<file path="src/fba_pkg.sv">
// shared types and constants of the frame bitmap allocator
// no dependencies
package fba_pkg;

    localparam int NUM_FRAMES       = 262144;
    localparam int BASE_FRAME_BYTES = 67108864;
    localparam int FRAME_BYTES      = 4096;

    localparam int FRAME_SHIFT = $clog2(FRAME_BYTES);
    localparam int BASE_FRAME  = BASE_FRAME_BYTES / FRAME_BYTES;
    localparam int FRAME_W     = 19;
    localparam int WORD_BITS   = 32;
    localparam int BIT_W       = $clog2(WORD_BITS);
    localparam int NUM_WORDS   = NUM_FRAMES / WORD_BITS;
    localparam int WORD_IDX_W  = $clog2(NUM_WORDS);
    localparam int CFG_W       = 40;
    localparam int ADDR_IN_W   = 32;
    localparam int ADDR_OUT_W  = 30;
    localparam int OP_W        = 2;

    localparam logic [CFG_W:0] MAX_BYTES =
        (CFG_W + 1)'(longint'(NUM_FRAMES) * longint'(FRAME_BYTES));
    localparam logic [CFG_W-1:0] CFG_RESET = CFG_W'(64'h4000_0000);

    typedef enum logic [OP_W-1:0] {
        OP_ALLOC = 2'd0,
        OP_FREE  = 2'd1,
        OP_INIT  = 2'd2,
        OP_NONE  = 2'd3
    } op_t;

    typedef enum logic [3:0] {
        ST_CLEAR,
        ST_IDLE,
        ST_SCAN_RD,
        ST_SCAN_BIT,
        ST_MARK_RD,
        ST_MARK_WR,
        ST_FREE_RD,
        ST_FREE_WR,
        ST_INIT,
        ST_RESP
    } state_t;

    typedef struct packed {
        logic capture;
        logic scan_rd;
        logic scan_step;
        logic mark_rd;
        logic mark_wr;
        logic free_rd;
        logic free_wr;
        logic sweep_wr;
        logic load_out;
    } cmd_t;

    typedef struct packed {
        op_t  op;
        logic zero_len;
        logic fail_cond;
        logic found;
        logic word_end;
        logic mark_last;
        logic free_ok;
        logic sweep_last;
        logic out_free;
    } sts_t;

endpackage

</file>
<file path="src/fba_ctrl.sv">
// sequencer of the frame bitmap allocator
// depends on fba_pkg
module fba_ctrl (
    input  logic          clk,
    input  logic          rst_n,
    input  logic          in_valid,
    output logic          in_ready,
    input  fba_pkg::sts_t sts,
    output fba_pkg::cmd_t cmd
);

    fba_pkg::state_t state_reg;
    fba_pkg::state_t state_next;

    always_ff @(posedge clk or negedge rst_n)
    begin
        if (!rst_n)
        begin
            state_reg <= fba_pkg::ST_CLEAR;
        end
        else
        begin
            state_reg <= state_next;
        end
    end

    always_comb
    begin
        state_next = state_reg;
        cmd        = '0;
        in_ready   = 1'b0;
        case (state_reg)
            fba_pkg::ST_CLEAR:
            begin
                cmd.sweep_wr = 1'b1;
                if (sts.sweep_last)
                begin
                    state_next = fba_pkg::ST_IDLE;
                end
            end
            fba_pkg::ST_IDLE:
            begin
                in_ready = 1'b1;
                if (in_valid)
                begin
                    cmd.capture = 1'b1;
                    case (sts.op)
                        fba_pkg::OP_ALLOC:
                        begin
                            state_next = sts.zero_len ? fba_pkg::ST_RESP : fba_pkg::ST_SCAN_RD;
                        end
                        fba_pkg::OP_FREE: state_next = fba_pkg::ST_FREE_RD;
                        fba_pkg::OP_INIT: state_next = fba_pkg::ST_INIT;
                        default:          state_next = fba_pkg::ST_RESP;
                    endcase
                end
            end
            fba_pkg::ST_SCAN_RD:
            begin
                if (sts.fail_cond)
                begin
                    state_next = fba_pkg::ST_RESP;
                end
                else
                begin
                    cmd.scan_rd = 1'b1;
                    state_next  = fba_pkg::ST_SCAN_BIT;
                end
            end
            fba_pkg::ST_SCAN_BIT:
            begin
                if (sts.fail_cond)
                begin
                    state_next = fba_pkg::ST_RESP;
                end
                else
                begin
                    cmd.scan_step = 1'b1;
                    if (sts.found)
                    begin
                        state_next = fba_pkg::ST_MARK_RD;
                    end
                    else if (sts.word_end)
                    begin
                        state_next = fba_pkg::ST_SCAN_RD;
                    end
                end
            end
            fba_pkg::ST_MARK_RD:
            begin
                cmd.mark_rd = 1'b1;
                state_next  = fba_pkg::ST_MARK_WR;
            end
            fba_pkg::ST_MARK_WR:
            begin
                cmd.mark_wr = 1'b1;
                state_next  = sts.mark_last ? fba_pkg::ST_RESP : fba_pkg::ST_MARK_RD;
            end
            fba_pkg::ST_FREE_RD:
            begin
                if (sts.free_ok)
                begin
                    cmd.free_rd = 1'b1;
                    state_next  = fba_pkg::ST_FREE_WR;
                end
                else
                begin
                    state_next = fba_pkg::ST_RESP;
                end
            end
            fba_pkg::ST_FREE_WR:
            begin
                cmd.free_wr = 1'b1;
                state_next  = fba_pkg::ST_RESP;
            end
            fba_pkg::ST_INIT:
            begin
                cmd.sweep_wr = 1'b1;
                if (sts.sweep_last)
                begin
                    state_next = fba_pkg::ST_RESP;
                end
            end
            fba_pkg::ST_RESP:
            begin
                if (sts.out_free)
                begin
                    cmd.load_out = 1'b1;
                    state_next   = fba_pkg::ST_IDLE;
                end
            end
            default:
            begin
                state_next = fba_pkg::ST_IDLE;
            end
        endcase
    end

endmodule

</file>
<file path="config.mk">
export PLATFORM = sky130hd
export DESIGN_NAME = fba_ctrl
export DESIGN_NICKNAME = d
export VERILOG_FILES = /design/src/fba_pkg.sv /design/src/fba_ctrl.sv
export SDC_FILE = /design/constraint.sdc
export NUM_CORES = 1
export LEC_CHECK = 0
export BUFFER_PORTS_ARGS = -buffer_cell sky130_fd_sc_hd__buf_2
export CORE_AREA = 5 5 42 44
export CTS_CLUSTER_SIZE = 16
export DETAILED_ROUTE_END_ITERATION = 8
export DIE_AREA = 0 0 47 49
export GPL_TIMING_DRIVEN = 1
export PLACE_DENSITY_LB_ADDON = 0.2
export SLEW_MARGIN = 20
export SYNTH_ARGS = -nofsm -noshare
export SYNTH_HDL_FRONTEND = slang
export SYNTH_SLANG_ARGS = --single-unit
</file>
<file path="constraint.sdc">
create_clock -name clk -period 2 [get_ports clk]
set_clock_uncertainty 0.05 [all_clocks]
set_input_delay 0.4 -clock clk [delete_from_list [all_inputs] [get_ports clk]]
set_output_delay 0.4 -clock clk [all_outputs]
set_load 0.01 [all_outputs]
</file>
==> results.sh, run 1 <==
export IMPL_vdd_drop_max_mv=0.5815
export IMPL_die_w_um=47
export IMPL_io_pins=23
export IMPL_syn2layout_area_growth_pct=36.65
export IMPL_drc_errors=0
export IMPL_path_clk_slew_ps=40
export IMPL_slowest_delay_ps=430
export IMPL_yosys_warnings=0
export IMPL_dpl_hpwl_um=1096
export IMPL_drive_gt1_share_pct=46.74
export IMPL_met2_usage_pct=19.00
export IMPL_multiInputGateArea_um2=329.1
export IMPL_pwr_share_seq_pct=20.3
export IMPL_ys_seq_elements=4
export IMPL_hold_slack_ps=368.7
export IMPL_vias=567
export IMPL_root_buffer="clkbuf_4"
export IMPL_wire_per_inst_um=12.34
export IMPL_drv_slew=0
export IMPL_worstHoldPathType="in -> reg"
export IMPL_grt_usage_pct=11.94
export IMPL_cts_tree="done"
export IMPL_placedCellCount=102
export IMPL_internal_power_w=0.0004315
export IMPL_r2r_end="state_reg[3]"
export IMPL_cts_buffer_depth=2
export IMPL_regArea_um2=101.3
export IMPL_relSlewSlack_pct=70.19
export IMPL_drt_first_iter_violations=4
export IMPL_top_usage_layer="met2"
export IMPL_crit_path_end_kind="primary output"
export IMPL_crit_required_ps=1550
export IMPL_start_util_pct=34.11
export IMPL_nNetsFinal=107
export IMPL_reg2reg_depth=6
export IMPL_fin_cells=108
export IMPL_grt_first_pass_wirelength_um=2104
export IMPL_min_period_ps=1897
export IMPL_finalSetupViolCount=0
export IMPL_largest_reg_flops=4
export IMPL_port_buffers=22
export IMPL_core_mm2=0.001401
export IMPL_place_congestion=0.7528
export IMPL_power_switching_w=0.0003791
export IMPL_drv_cap=0
export IMPL_drt_total_wl_um=1333
export IMPL_antenna_found_initial=0
export IMPL_crit_type="reg -> out"
export IMPL_final_common_cell="buf_2"
export IMPL_min_period_over_period_pct=94.85
export IMPL_dr_pass1_iters=5
export IMPL_crit_path_end="cmd[8]"
export IMPL_fin_setup_tns_ps=0
export IMPL_grt_met3_usage_pct=2.214
export IMPL_cellPowerDensity_mw_per_mm2=1241
export IMPL_p_leak_nw=0.3058
export IMPL_regToRegSetupSlack_ps=420
export IMPL_p_sw_share_pct=46.76
export IMPL_synth_cell_types=32
export IMPL_pwr_share_comb_pct=68.0
export IMPL_fillers=160
export IMPL_p_clk_share_pct=11.7
export IMPL_hold_start="sts[5]"
export IMPL_tightest_slew_ps=447.2
export IMPL_met1_usage_pct=16.19
export IMPL_rows=14
export IMPL_outcome="finished, final reports clean"
export IMPL_startpoint="state_reg[2]"
export IMPL_overflow=0
export IMPL_cpMaxStageDelayCell="dfrtp_2"
export IMPL_cts_sinks=4
export IMPL_synth_cells=64
export IMPL_cp_arrival_ps=1450
export IMPL_dpl_cell_area_um2=604.3
export IMPL_grt_max_degree=13
export IMPL_detail_route_antenna_nets=0
export IMPL_diodes=0
export IMPL_synthesis_area_um2=478.0
export IMPL_finalHoldViolCount=0
export IMPL_fmax_mhz=527.1
export IMPL_grt_pass1_vias=511
export IMPL_start_kind="flop"
export IMPL_synth_seq_area_share_pct=20.94
export IMPL_dieArea_mm2=0.002303
export IMPL_viasPerCell=5.250
export IMPL_timing_critical_path_cells="or3b_4 > nor2_2 > and2_1 > buf_2"
export IMPL_final_util_pct=46.61
export IMPL_fin_area_um2=653.1
export IMPL_cts_made_buffers=3
export IMPL_syn_nets=77
export IMPL_htree_num_levels=1
export IMPL_final_cell_mix="22 x buf_2, 7 x a21oi_1, 6 x nor2_1, 6 x buf_4, 5 x nand2_1"
export IMPL_die_h_um=49
export IMPL_worstSkewPairLatency_ps=230
export IMPL_rsz0062_at_grt="false"
export IMPL_cp_max_fo=5
export IMPL_worst_r2r_startpoint="state_reg[2]"
export IMPL_avgSynthCellArea_um2=7.468
## per-layer routing
metal,vias to the layer above,wire [µm],share of wire (%)
met5,-,0,0
met4,0,0,0
met3,0,90,6.8
met2,18,668,50
met1,260,574,43
li1,289,-,-
## kinds of logic (layout without fill, tap and decap cells)
group,Yosys count,in the layout,synth area share [%]
flops,4,4,20.94
mux,2,2,4.450
simple gates,35,35,46.60
compound gates,15,15,17.80
buf+inv,8,36,10.21
## power by group through the flow
stage	sequential (W)	clock [W]	combinational, W
floorplan	0.000140	0	0.000429
global placement	0.000167	0	0.000530
detailed placement	0.000168	0	0.000530
CTS	0.000167	0.0000985	0.000533
global route	0.000169	0.000104	0.000617
finish	0.000165	0.0000947	0.000551
## stage by stage
| stage | setup slack, ps | total power [W] |
|---|---|---|
| floorplan | 361.2 | 0.0005687 |
| global placement | 315.2 | 0.0006969 |
| detailed placement | 285.0 | 0.0006984 |
| CTS | 40.27 | 0.0007985 |
| global route | 38.69 | 0.0008893 |
| finish | 102.9 | 0.0008106 |
## worst min-delay path by stage
stage,end,depth (start not counted),slack [ps]
finish,state_reg[1],2,370
global route,state_reg[1],2,380
CTS,state_reg[1],2,360
detailed placement,state_reg[3],1,160
global placement,state_reg[3],1,160
floorplan,state_reg[0],0,50
## worst max-delay path, delay by kind of cell, from the launching register on
| family | cells | cell delay, ps |
|---|---|---|
| buffers and inverters | 1 | 120 |
| AND/OR/NAND/NOR | 3 | 670 |
| flip-flops | 1 | 430 |
## cell type report
| type | instances | share of cell area, % |
|---|---|---|
| tap | 16 | 3.065 |
| clock buffer | 3 | 3.448 |
| sequential | 4 | 15.52 |
| timing repair buffer | 29 | 25.29 |
| inverter | 4 | 2.299 |
| multi-input combinational | 52 | 50.38 |
## cell usage after synthesis, drive strengths merged
cell type  n  area share [%]
dfrtp      4              21
nor2b      1             1.3
a211oi     2             3.1
nor3b      2             4.2
nand3b     1             1.6
inv        4             3.1
mux2       1             2.4
or3b       1             2.4
nor2       7             6.0
a21oi      8             9.2
nand2b     1             1.3
nor4b      1             3.1
o22ai      1             1.3
and2b      1             2.1
buf        4             7.1
nor4bb     1             2.1
nor3       4             5.2
nor4       4             6.5
o21ai      4             4.2
nand2      6             5.2
mux2i      1             2.1
and2       1             1.3
nand3      4             4.2
## repair_timing
item	4_1_cts	5_1_grt
gates resized for setup	0	1
hold endpoints to repair	4	0
endpoints found under the setup margin	0	1
buffers inserted	0	2
hold buffers	1	0
No activity file was read; power rests on OpenSTA's default activity.
==> run 2, diff against run 1 <==
==> constraint.sdc (replaced) <==
create_clock -name clk -period 1.91 [get_ports clk]
set_clock_uncertainty 0.05 [all_clocks]
set_input_delay 0.382 -clock clk [delete_from_list [all_inputs] [get_ports clk]]
set_output_delay 0.382 -clock clk [all_outputs]
set_load 0.01 [all_outputs]
==> results.sh, run 2 (synthesis results as in run 1) <==
export IMPL_grt_first_pass_wirelength_um=2159
export IMPL_timing_critical_path_cells="or3b_4 > nor2_4 > and2_1 > buf_2"
export IMPL_outcome="finished, final reports clean"
export IMPL_drv_cap=0
export IMPL_wire_per_inst_um=12.69
export IMPL_crit_type="reg -> out"
export IMPL_place_congestion=0.7237
export IMPL_pwr_share_seq_pct=19.8
export IMPL_worstSkewPairLatency_ps=230
export IMPL_dr_pass1_iters=4
export IMPL_nNetsFinal=106
export IMPL_dieArea_mm2=0.002303
export IMPL_vdd_drop_max_mv=0.5354
export IMPL_cts_sinks=4
export IMPL_dpl_hpwl_um=1137
export IMPL_finalSetupViolCount=0
export IMPL_core_mm2=0.001401
export IMPL_final_common_cell="buf_2"
export IMPL_worstHoldPathType="in -> reg"
export IMPL_fmax_mhz=547.2
export IMPL_grt_max_degree=13
export IMPL_tightest_slew_ps=304.7
export IMPL_die_w_um=47
export IMPL_port_buffers=22
export IMPL_cts_tree="done"
export IMPL_internal_power_w=0.0004514
export IMPL_final_cell_mix="22 x buf_2, 7 x a21oi_1, 6 x nor2_1, 5 x nand2_1, 5 x buf_4"
export IMPL_cp_num_buf_inv=1
export IMPL_crit_required_ps=1480
export IMPL_path_clk_slew_ps=40
export IMPL_p_clk_share_pct=11.6
export IMPL_cts_made_buffers=3
export IMPL_largest_reg_flops=4
export IMPL_hold_slack_ps=341.2
export IMPL_syn2layout_area_growth_pct=36.13
export IMPL_final_util_pct=46.43
export IMPL_finalHoldViolCount=0
export IMPL_overflow=0
export IMPL_io_pins=23
export IMPL_pwr_share_comb_pct=68.6
export IMPL_vias=545
export IMPL_relSlewSlack_pct=79.52
export IMPL_grt_pass1_vias=518
export IMPL_rsz0062_at_grt="false"
export IMPL_root_buffer="clkbuf_4"
export IMPL_critical_path_top_delay_family="simple AND/OR/NAND/NOR gates"
export IMPL_crit_path_end_kind="primary output"
export IMPL_cts_buffer_depth=2
export IMPL_fin_setup_tns_ps=0
export IMPL_regArea_um2=101.3
export IMPL_cellPowerDensity_mw_per_mm2=1318
export IMPL_cp_max_fo=4
export IMPL_diodes=0
export IMPL_cts_setup_buffers=0
export IMPL_start_kind="flop"
export IMPL_power_switching_w=0.0004060
export IMPL_htree_num_levels=1
export IMPL_antenna_found_initial=0
export IMPL_drv_slew=0
export IMPL_slowest_delay_ps=440
export IMPL_viasPerCell=5.093
export IMPL_p_leak_nw=0.3019
export IMPL_start_util_pct=34.11
export IMPL_rows=14
export IMPL_detail_route_antenna_nets=0
export IMPL_p_sw_share_pct=47.35
export IMPL_min_period_ps=1828
export IMPL_drt_total_wl_um=1358
export IMPL_cpMaxStageDelayCell="or3b_4"
export IMPL_cp_arrival_ps=1400
export IMPL_drc_errors=0
export IMPL_die_h_um=49
export IMPL_min_period_over_period_pct=95.69
export IMPL_drt_first_iter_violations=10
export IMPL_drive_gt1_share_pct=46.15
export IMPL_grt_usage_pct=12.00
export IMPL_multiInputGateArea_um2=334.1
export IMPL_fillers=159
run 2: repair_timing:
item | CTS | global route
hold buffers | 1 | 0
gates resized for setup | 0 | 2
endpoints found under the setup margin | 0 | 2
endpoints found under the hold margin | 4 | 0
run 2: stage by stage:
stage | total power [W] | setup slack, ps | instances | cell area (µm²)
final | 0.0008574 | 82.36 | 107 | 650.6
after global routing | 0.0009447 | 29.85 | 107 | 650.6
after floorplan | 0.0005955 | 289.2 | 64 | 478.0
after CTS | 0.0008474 | 63.12 | 107 | 644.4
after detailed placement | 0.0007378 | 312.5 | 103 | 611.8
after global placement | 0.0007373 | 336.6 | 103 | 611.8
run 2: layer usage:
metal | vias up | part of all wire, % | track usage [%]
met5 | - | 0 | 0
met4 | 0 | 0 | 2.765
met3 | 0 | 7.2 | 1.476
met2 | 16 | 47 | 19.23
met1 | 245 | 46 | 16.59
li1 | 284 | - | -
run 2: worst reg2reg max path: cells and delay by family, from the launching register on:
kind / cells / cell delay, ps
flops: 1 / 360
simple gates: 2 / 330
mux: 1 / 330
buf+inv: 1 / 160
compound gates: 2 / 190
run 2: power by group through the flow:
stage / logic (W) / clock network [W] / registers, W
after detailed placement: 0.000572 / 0 / 0.000166
after global routing: 0.000658 / 0.000113 / 0.000174
final: 0.000588 / 0.0000993 / 0.000170
after floorplan: 0.000449 / 0 / 0.000147
after CTS: 0.000578 / 0.000104 / 0.000165
after global placement: 0.000572 / 0 / 0.000165
run 2: layout make-up:
type | instances | share of cell area [%]
clock buffer | 3 | 3.462
timing repair buffer | 28 | 24.23
sequential | 4 | 15.58
multi-input combinational | 52 | 51.35
tap | 16 | 3.077
inverter | 4 | 2.308
run 2: final timing paths:
path                               from      endpoint  slack, ps  depth (start not counted)
setup / recovery           state_reg[0]        cmd[8]         80                          4
hold / removal                   sts[5]  state_reg[1]        340                          2
setup reg to reg           state_reg[2]  state_reg[0]        370                          6
hold reg to reg            state_reg[3]  state_reg[3]        680                          2
max in group asynchronous         rst_n  state_reg[3]       1240                          2
min in group asynchronous         rst_n  state_reg[0]        440                          2
